[src/hdl/modbus_response_checker_assert.svh]
// ----------------------------------------------------------------------------
// Modbus response checker assertion macros
// Shared concurrent assertion forms, clocked and reset-qualified.
// ----------------------------------------------------------------------------
`ifndef MODBUS_RESPONSE_CHECKER_ASSERT_SVH
`define MODBUS_RESPONSE_CHECKER_ASSERT_SVH

// same-cycle implication
`define MRC_ASSERT_IMPLY(label, clk, rst_n, ante, cons) \
    label: assert property (@(posedge clk) disable iff (!(rst_n)) (ante) |-> (cons)) \
        else $error("mrc assertion failed");

// next-cycle implication
`define MRC_ASSERT_NEXT(label, clk, rst_n, ante, cons) \
    label: assert property (@(posedge clk) disable iff (!(rst_n)) (ante) |=> (cons)) \
        else $error("mrc assertion failed");

`endif

[src/hdl/mrc_pkg.sv]
// ----------------------------------------------------------------------------
// mrc_pkg
// Types, codes and constants shared by the Modbus response checker.
// ----------------------------------------------------------------------------
package mrc_pkg;

    localparam logic [6:0] C_MAX_REGISTERS = 7'd125;
    localparam int         C_QUEUE_DEPTH   = 4;

    localparam logic [7:0] C_FUNC_READ_HOLDING = 8'h03;
    localparam logic [7:0] C_FUNC_WRITE_SINGLE = 8'h06;
    localparam logic [7:0] C_FUNC_EXCEPTION    = 8'h80;
    localparam logic [15:0] C_CRC_INIT         = 16'hFFFF;
    localparam logic [15:0] C_CRC_POLY         = 16'hA001;

    // configuration register indexes
    localparam logic [2:0] C_REG_REPLY_MODE     = 3'd0;
    localparam logic [2:0] C_REG_SLAVE_ADDRESS  = 3'd1;
    localparam logic [2:0] C_REG_REGISTER_COUNT = 3'd2;
    localparam logic [2:0] C_REG_WRITE_ADDRESS  = 3'd3;
    localparam logic [2:0] C_REG_WRITE_VALUE    = 3'd4;

    localparam logic C_MODE_READ  = 1'b0;
    localparam logic C_MODE_WRITE = 1'b1;

    localparam logic C_KIND_WORD   = 1'b0;
    localparam logic C_KIND_STATUS = 1'b1;

    localparam logic [2:0] C_ST_OK        = 3'd0;
    localparam logic [2:0] C_ST_PARAMETER = 3'd1;
    localparam logic [2:0] C_ST_FRAME     = 3'd2;
    localparam logic [2:0] C_ST_CRC       = 3'd3;
    localparam logic [2:0] C_ST_EXCEPTION = 3'd4;

    typedef struct packed {
        logic        reply_mode;
        logic [7:0]  slave_address;
        logic [6:0]  register_count;
        logic [15:0] write_address;
        logic [15:0] write_value;
    } t_cfg;

    typedef struct packed {
        logic        result_kind;
        logic [6:0]  register_index;
        logic [15:0] register_word;
        logic [2:0]  frame_status;
        logic        is_last;
    } t_result;

    // results produced by one byte, word first
    typedef struct packed {
        logic    word_valid;
        t_result word;
        logic    status_valid;
        t_result status;
    } t_push;

endpackage

[src/hdl/mrc_frame_core.sv]
// ----------------------------------------------------------------------------
// mrc_frame_core
// Per-byte frame state, CRC update, register word assembly and final status.
// ----------------------------------------------------------------------------
`include "modbus_response_checker_assert.svh"

module mrc_frame_core import mrc_pkg::*; (
    input  logic       i_clk,
    input  logic       i_rst_n,
    input  logic       i_go,
    input  logic [7:0] i_rx_byte,
    input  logic       i_eof,
    input  t_cfg       i_cfg,
    output t_push      o_push
);

    logic [7:0]  r_pos, n_pos, u_pos;
    logic [15:0] r_crc, n_crc, u_crc;
    logic [15:0] r_rcrc, n_rcrc, u_rcrc;
    logic [7:0]  r_addr, n_addr, u_addr;
    logic [7:0]  r_func, n_func, u_func;
    logic [7:0]  r_cnt, n_cnt, u_cnt;
    logic [7:0]  r_high, n_high, u_high;
    logic [15:0] r_eaddr, n_eaddr, u_eaddr;
    logic [15:0] r_evalue, n_evalue, u_evalue;

    logic [9:0]  w_p;
    logic [9:0]  w_e;
    logic [7:0]  w_twice;
    logic        w_bad;
    logic        w_in_words;
    logic [7:0]  w_pm4;
    logic [2:0]  w_status;

    function automatic logic [15:0] crc_byte(input logic [15:0] crc, input logic [7:0] b);
        logic [15:0] c;
        c = crc ^ {8'h00, b};
        for (int k = 0; k < 8; k++) begin
            c = c[0] ? ((c >> 1) ^ C_CRC_POLY) : (c >> 1);
        end
        return c;
    endfunction

    assign w_twice = {i_cfg.register_count, 1'b0};
    assign w_p     = {2'b00, r_pos};
    assign w_e     = (i_cfg.reply_mode == C_MODE_WRITE) ? 10'd8 : (10'd5 + {2'b00, w_twice});
    assign w_bad   = (i_cfg.register_count == 7'd0) ||
                     (i_cfg.register_count > C_MAX_REGISTERS);
    assign w_pm4   = r_pos - 8'd4;
    assign w_in_words = (i_cfg.reply_mode == C_MODE_READ) && !w_bad &&
                        (r_pos >= 8'd3) && ((w_p + 10'd3) <= w_e) && (r_pos != 8'hFF);

    // frame state after this byte, before any end-of-frame reload
    always_comb begin
        u_pos    = r_pos;
        u_crc    = r_crc;
        u_rcrc   = r_rcrc;
        u_addr   = r_addr;
        u_func   = r_func;
        u_cnt    = r_cnt;
        u_high   = r_high;
        u_eaddr  = r_eaddr;
        u_evalue = r_evalue;
        if (r_pos != 8'hFF) begin
            if ((w_p + 10'd2) < w_e) begin
                u_crc = crc_byte(r_crc, i_rx_byte);
            end else if ((w_p + 10'd2) == w_e) begin
                u_rcrc = {r_rcrc[15:8], i_rx_byte};
            end else if ((w_p + 10'd1) == w_e) begin
                u_rcrc = {i_rx_byte, r_rcrc[7:0]};
            end
            unique case (r_pos)
                8'd0: u_addr = i_rx_byte;
                8'd1: u_func = i_rx_byte;
                8'd2: begin
                    u_cnt   = i_rx_byte;
                    u_eaddr = {i_rx_byte, r_eaddr[7:0]};
                end
                8'd3: u_eaddr  = {r_eaddr[15:8], i_rx_byte};
                8'd4: u_evalue = {i_rx_byte, r_evalue[7:0]};
                8'd5: u_evalue = {r_evalue[15:8], i_rx_byte};
                default: ;
            endcase
            if (w_in_words && r_pos[0]) begin
                u_high = i_rx_byte;
            end
            u_pos = r_pos + 8'd1;
        end
    end

    always_comb begin
        w_status = C_ST_OK;
        if (i_cfg.reply_mode == C_MODE_READ) begin
            priority if (w_bad)                                 w_status = C_ST_PARAMETER;
            else if ({2'b00, u_pos} < w_e)                      w_status = C_ST_FRAME;
            else if (u_crc != u_rcrc)                           w_status = C_ST_CRC;
            else if (u_addr != i_cfg.slave_address)             w_status = C_ST_FRAME;
            else if ((u_func & C_FUNC_EXCEPTION) != 8'h00)      w_status = C_ST_EXCEPTION;
            else if (u_func != C_FUNC_READ_HOLDING)             w_status = C_ST_FRAME;
            else if (u_cnt != w_twice)                          w_status = C_ST_FRAME;
            else                                                w_status = C_ST_OK;
        end else begin
            priority if (u_pos < 8'd8)                          w_status = C_ST_PARAMETER;
            else if (u_crc != u_rcrc)                           w_status = C_ST_CRC;
            else if ((u_addr != i_cfg.slave_address) ||
                     (u_func != C_FUNC_WRITE_SINGLE))           w_status = C_ST_FRAME;
            else if ((u_eaddr != i_cfg.write_address) ||
                     (u_evalue != i_cfg.write_value))           w_status = C_ST_FRAME;
            else                                                w_status = C_ST_OK;
        end
    end

    always_comb begin
        o_push.word_valid          = i_go && w_in_words && !r_pos[0];
        o_push.word.result_kind    = C_KIND_WORD;
        o_push.word.register_index = w_pm4[7:1];
        o_push.word.register_word  = {r_high, i_rx_byte};
        o_push.word.frame_status   = C_ST_OK;
        o_push.word.is_last        = 1'b0;

        o_push.status_valid          = i_go && i_eof;
        o_push.status.result_kind    = C_KIND_STATUS;
        o_push.status.register_index = 7'd0;
        o_push.status.register_word  = 16'd0;
        o_push.status.frame_status   = w_status;
        o_push.status.is_last        = 1'b1;
    end

    always_comb begin
        n_pos    = r_pos;
        n_crc    = r_crc;
        n_rcrc   = r_rcrc;
        n_addr   = r_addr;
        n_func   = r_func;
        n_cnt    = r_cnt;
        n_high   = r_high;
        n_eaddr  = r_eaddr;
        n_evalue = r_evalue;
        if (i_go) begin
            if (i_eof) begin
                // reload for the next frame
                n_pos    = 8'd0;
                n_crc    = C_CRC_INIT;
                n_rcrc   = 16'd0;
                n_addr   = 8'd0;
                n_func   = 8'd0;
                n_cnt    = 8'd0;
                n_high   = 8'd0;
                n_eaddr  = 16'd0;
                n_evalue = 16'd0;
            end else begin
                n_pos    = u_pos;
                n_crc    = u_crc;
                n_rcrc   = u_rcrc;
                n_addr   = u_addr;
                n_func   = u_func;
                n_cnt    = u_cnt;
                n_high   = u_high;
                n_eaddr  = u_eaddr;
                n_evalue = u_evalue;
            end
        end
    end

    always_ff @(posedge i_clk) begin
        if (!i_rst_n) begin
            r_pos    <= 8'd0;
            r_crc    <= C_CRC_INIT;
            r_rcrc   <= 16'd0;
            r_addr   <= 8'd0;
            r_func   <= 8'd0;
            r_cnt    <= 8'd0;
            r_high   <= 8'd0;
            r_eaddr  <= 16'd0;
            r_evalue <= 16'd0;
        end else begin
            r_pos    <= n_pos;
            r_crc    <= n_crc;
            r_rcrc   <= n_rcrc;
            r_addr   <= n_addr;
            r_func   <= n_func;
            r_cnt    <= n_cnt;
            r_high   <= n_high;
            r_eaddr  <= n_eaddr;
            r_evalue <= n_evalue;
        end
    end

    `MRC_ASSERT_NEXT(a_eof_reloads, i_clk, i_rst_n, i_go && i_eof, (r_pos == 8'd0) && (r_crc == C_CRC_INIT))
    `MRC_ASSERT_NEXT(a_pos_saturates, i_clk, i_rst_n, i_go && !i_eof && (r_pos == 8'hFF), r_pos == 8'hFF)

endmodule

[config.mk]
export PLATFORM = sky130hd
export DESIGN_NAME = mrc_frame_core
export DESIGN_NICKNAME = d
export VERILOG_FILES = /design/src/hdl/mrc_pkg.sv /design/src/hdl/mrc_frame_core.sv
export VERILOG_INCLUDE_DIRS = /design/src /design/src/hdl
export SDC_FILE = /design/constraint.sdc
export NUM_CORES = 1
export LEC_CHECK = 0
export BUFFER_PORTS_ARGS = -buffer_cell sky130_fd_sc_hd__buf_4
export CAP_MARGIN = 20
export CORE_UTILIZATION = 60
export DETAILED_ROUTE_END_ITERATION = 16
export HOLD_SLACK_MARGIN = 0.08
export PLACE_DENSITY = 0.83
export SLEW_MARGIN = 25
export SYNTH_ARGS = -nofsm -noshare
export SYNTH_HDL_FRONTEND = slang
export SYNTH_SLANG_ARGS = --single-unit
[constraint.sdc]
create_clock -name i_clk -period 10.7 [get_ports i_clk]
set_input_delay 2.14 -clock i_clk [delete_from_list [all_inputs] [get_ports i_clk]]
set_output_delay 2.14 -clock i_clk [all_outputs]
set_load 0.05 [all_outputs]
## Word level (Yosys, flattened, before mapping)

Cells that the tools add are included.

| operators by class | value |
|---|---|
| reductions and logical operators | 18 |
| eq/ne operators | 15 |
| add/sub/neg operators | 6 |
| bitwise gates (word level) | 10 |
| muxes and demuxes | 49 |
| $lt $le $gt $ge | 6 |

Operators by type and width:

| kind | number |
|---|---|
| $mux W16 | 20 |
| $mux W8 | 14 |
| $pmux W16 S2 | 2 |
| $ne A16 B16 Y1 | 3 |
| $not A2 Y3 | 8 |
| $add A8 B2 Y9 const B | 2 |
| $eq A9 B9 Y1 | 2 |
| $mux W3 | 6 |
| $eq A8 B2 Y1 const B | 2 |
| $eq A8 B3 Y1 const B | 2 |
| $ne A8 B8 Y1 | 2 |
| $xor A16 B8 Y16 | 1 |
| $mux W2 | 6 |
| $lt A10 B9 Y1 | 1 |
| $add A3 B8 Y9 const A | 1 |
| $add A8 B1 Y9 const B | 1 |
| $le A9 B9 Y1 | 1 |
| $lt A8 B9 Y1 | 1 |
| $mux W9 | 1 |
| $add A8 B1 Y8 const B | 1 |
| $eq A8 B1 Y1 const B | 1 |
| $ge A8 B2 Y1 const B | 1 |
| $logic_and A1 B1 Y1 | 8 |
| $logic_not A8 Y1 | 1 |
| 12 further kinds | 16 |

| word-level totals | value |
|---|---|
| output and inout bits | 58 |
| input port bits | 60 |
| bits in registers | 104 |

## Logic depth before layout (Yosys ltp)

| depth | value |
|---|---|
| depth after elaboration | 24 |
| mapped depth | 17 |

## Least setup slack after synthesis

No wires, ideal clock.

| path | value |
|---|---|
| kind | input to output |
| from | input i_cfg[33] (netlist bit) |
| to | output o_push[3] (netlist bit) |
| data required time | 8560 ps |
| buffers on the path | 1 |
| arrival time | 6067 ps |
| stages on the path | 14 |
| slack | 2493 ps |
| cell sequence | inv_1 ha_1 nor2b_1 ha_1 a21oi_1 o21ai_0 a31o_2 a31oi_4 buf_6 mux2i_1 and3_1 o22ai_1 or4_4 nor3_1 |

RTL lines:

| element | line | RTL |
|---|---|---|
| start, declared | mrc_frame_core.sv:13 | `input t_cfg i_cfg,` |
| end, declared | mrc_frame_core.sv:14 | `output t_push o_push` |

==> results.py <==
metrics = {
    "status": {
        "status": "complete, no violations",
    },
    "logic_synthesis": {
        "syn_area_mm2": 0.00787,
        "synthesis.instances": 953,
        "synth_top_area_share": 0.265,
        "synth-xor-area-share": 0.131,
        "synth_top_cells_by_count": "104 x dfxtp_1, 80 x nand2_1, 72 x xnor2_1",
        "ys_seq_area_frac": 0.265,
        "yosysMostFrequentCell": "dfxtp_1",
        "synthFlopType": "dfxtp_1",
        "synthAdderAreaFrac": 0.0573,
        "synth_compound_area_frac": 0.179,
        "synth.area.top_cells": "dfxtp_1 26%, xnor2_1 8.0%, ha_1 5.7%",
        "synth_warnings": 0,
        "synthArstFlopShare": 0,
        "synth.area.mux_share": 0.0563,
        "yosysUniqueCellTypes": 69,
        "synth_top_family_by_area": "simple AND/OR/NAND/NOR gates",
        "avgSynthCellArea_um2": 8.25,
        "synth-simple-area-share": 0.218,
        "yosysTopAreaCell": "dfxtp_1",
        "synth_edf_count": 0,
        "ys_ff_latch": 104,
    },
    "clock_tree": {
        "cts_tree": "yes",
        "clk_latency_ns": 0.36,
        "clk_pin_slew_worst_paths_ns": 0.07,
        "cts_sinks": 104,
        "cts_resized": 0,
        "cts_buffer_depth": 2,
        "cts_setup_buffers": 0,
        "clockRootBuffer": "clkbuf_16",
        "holdBufCountCts": 0,
        "h-tree-depth": 3,
        "numCtsBuffers": 9,
    },
    "setup_path": {
        "critPathKind": "in2out",
        "crit_path_end_kind": "output pin",
        "cp_max_fo": 16,
        "r2r_cells": 10,
        "cp.required_ns": 8.56,
        "worst_setup_path_start_kind": "input port",
        "arrival_ns": 6.15,
    },
    "sta": {
        "min_period_ns": 8.29,
        "worstMarginPinSlew_ns": 0.904,
        "timing.slew.headroom": 0.397,
        "setup_violations": 0,
        "hold_viol": 0,
        "skew_ns": 0.0108,
        "setup_tns_ns": 0,
        "final.period_utilization": 0.774,
        "grt_setup_unrepaired": "no",
        "drv_slew": 0,
        "fmax_mhz": 121,
        "layout_setup_ws_ns": 2.41,
    },
    "power": {
        "p_leak_nw": 3.35,
        "powerDensity_mw_per_mm2": 119,
        "vdd_ir_drop_max_uv": 81.3,
    },
    "route": {
        "drt_pass1_iterations": 6,
        "drc": 0,
        "wl_mm": 20.2,
        "drtAntennaViolNets": 0,
        "wl_per_cell_um": 17.6,
        "avgViaCountPerCell": 6.10,
        "vias": 6979,
        "drt_iter0_drc": 593,
    },
    "finish": {
        "areaGrowthSynthToFinish_pct": 8.83,
        "drive_above_1_share": 0.135,
        "antenna_cells": 0,
        "utilization": 0.673,
        "nets": 1066,
        "final_cells": 1145,
    },
    "grt": {
        "grt_first_pass_wirelength_mm": 32.2,
        "antenna_found_initial": 0,
        "grt.overflow.total": 0,
        "grt_pass1_vias": 6453,
        "grt_usage": 0.307,
        "grt_max_degree": 91,
    },
    "placement": {
        "dp_cells": 1131,
        "io_buffer_count": 87,
        "hpwl_mm": 14.0,
        "gp_congestion": 0.949,
        "dp_slack_ns": 2.32,
    },
    "die": {
        "design.die.area_mm2": 0.0136,
        "fp.dieH_um": 117,
        "ios": 118,
        "core_mm2": 0.0127,
        "num_rows": 41,
        "initial_core_util": 0.618,
        "die_w_um": 117,
    },
    "worst_hold_path": {
        "whs_path_depth": 2,
        "min_path_type": "reg2reg",
    },
    "job": {
        "maxCapViolCount": 0,
    },
}
[layout by cell type, fill, tap and decap left out, types with 8 or more instances in the layout]
cell type | Yosys | routed
dfxtp_1 | 104 | 104
buf_4 | 39 | 88
nand2_1 | 80 | 80
xnor2_1 | 72 | 72
nand3_1 | 60 | 60
nor2b_1 | 55 | 55
mux2i_1 | 39 | 39
a22oi_1 | 37 | 37
inv_1 | 36 | 36
ha_1 | 36 | 36
xor2_1 | 34 | 34
a32oi_1 | 34 | 34
conb_1 | 2 | 30
and2_1 | 25 | 25
o22ai_1 | 24 | 24
a21boi_0 | 22 | 22
nor2_1 | 21 | 21
o21ai_0 | 18 | 18
a21oi_1 | 17 | 17
nand4_1 | 16 | 16
and3_1 | 12 | 12
nor4_1 | 11 | 11
clkbuf_16 | 0 | 9
nor3_1 | 8 | 8
[state kept, by name (all words and copies together), names as in the netlist]
| name | count |
|---|---|
| r_high | 8 |
| r_addr | 8 |
| r_evalue | 16 |
| r_rcrc | 16 |
| r_pos | 8 |
| r_crc | 16 |
| r_eaddr | 16 |
| r_cnt | 8 |
| r_func | 8 |
[kinds of logic after synthesis]
family	after synthesis
adders and majority gates	36
muxes	43
other	2
and+or+nand+nor	316
AOI/OAI and AO/OA	194
buffers and inverters	147
DFF	104
xor gates and xnor gates	111
[area by class of cell]
type	instances	area, um2
Clock buffer	10	239
Fill cell	1075	4160
Inverter	37	144
Tap cell	172	215
Clock inverter	4	56.3
Multi-Input combinational cell	730	5160
Sequential cell	104	2080
Timing Repair Buffer	88	661
[stage by stage]
stage	cell area, um2	hold slack (ns)	total power, W
finish	8560	0.465	0.00102
global route	8560	0.499	0.00105
CTS	8550	0.468	0.00101
detailed placement	8260	0.459	0.000680
global placement	8260	0.452	0.000676
floorplan	7970	0.443	0.000628
[critical path, stage by stage]
cell	delay [ns]
buf_4	0.11
inv_1	0.08
ha_1	0.28
nor2b_1	0.31
ha_1	0.31
a21oi_1	0.11
o21ai_0	0.09
a31o_2	0.31
a31oi_4	0.57
mux2_2	0.43
nand3_1	0.07
nand4b_1	0.11
or4_4	0.59
nor4b_2	0.29
o22ai_1	0.14
buf_4	0.21
[where the power goes]
group,internal [W],leakage [nW],switching (W)
clock,0.000187,0.145,0.000151
combinational,0.000108,2.37,0.000164
sequential,0.000396,0.842,0.00000988
total,0.000690,3.35,0.000326
[per-layer routing]
metal / track usage / share of wire / vias to the layer above
met5: 0 / 0 / -
met4: 0.149 / 0.039 / 0
met3: 0.0462 / 0.070 / 66
met2: 0.501 / 0.46 / 321
met1: 0.397 / 0.43 / 3261
li1: - / - / 3331
[path summary, 6_finish.rpt]
kind	endpoint	slack, ns	from
worst max-delay path	o_push[2]	2.41	i_cfg[33]
worst min-delay path	r_eaddr[11]$_SDFFE_PN0P_	0.47	r_eaddr[11]$_SDFFE_PN0P_
worst max register to register	r_rcrc[13]$_SDFFE_PN0P_	7.01	r_pos[0]$_SDFFE_PN0P_
worst min register to register	r_eaddr[11]$_SDFFE_PN0P_	0.47	r_eaddr[11]$_SDFFE_PN0P_
No activity file was read; power rests on OpenSTA's default activity.
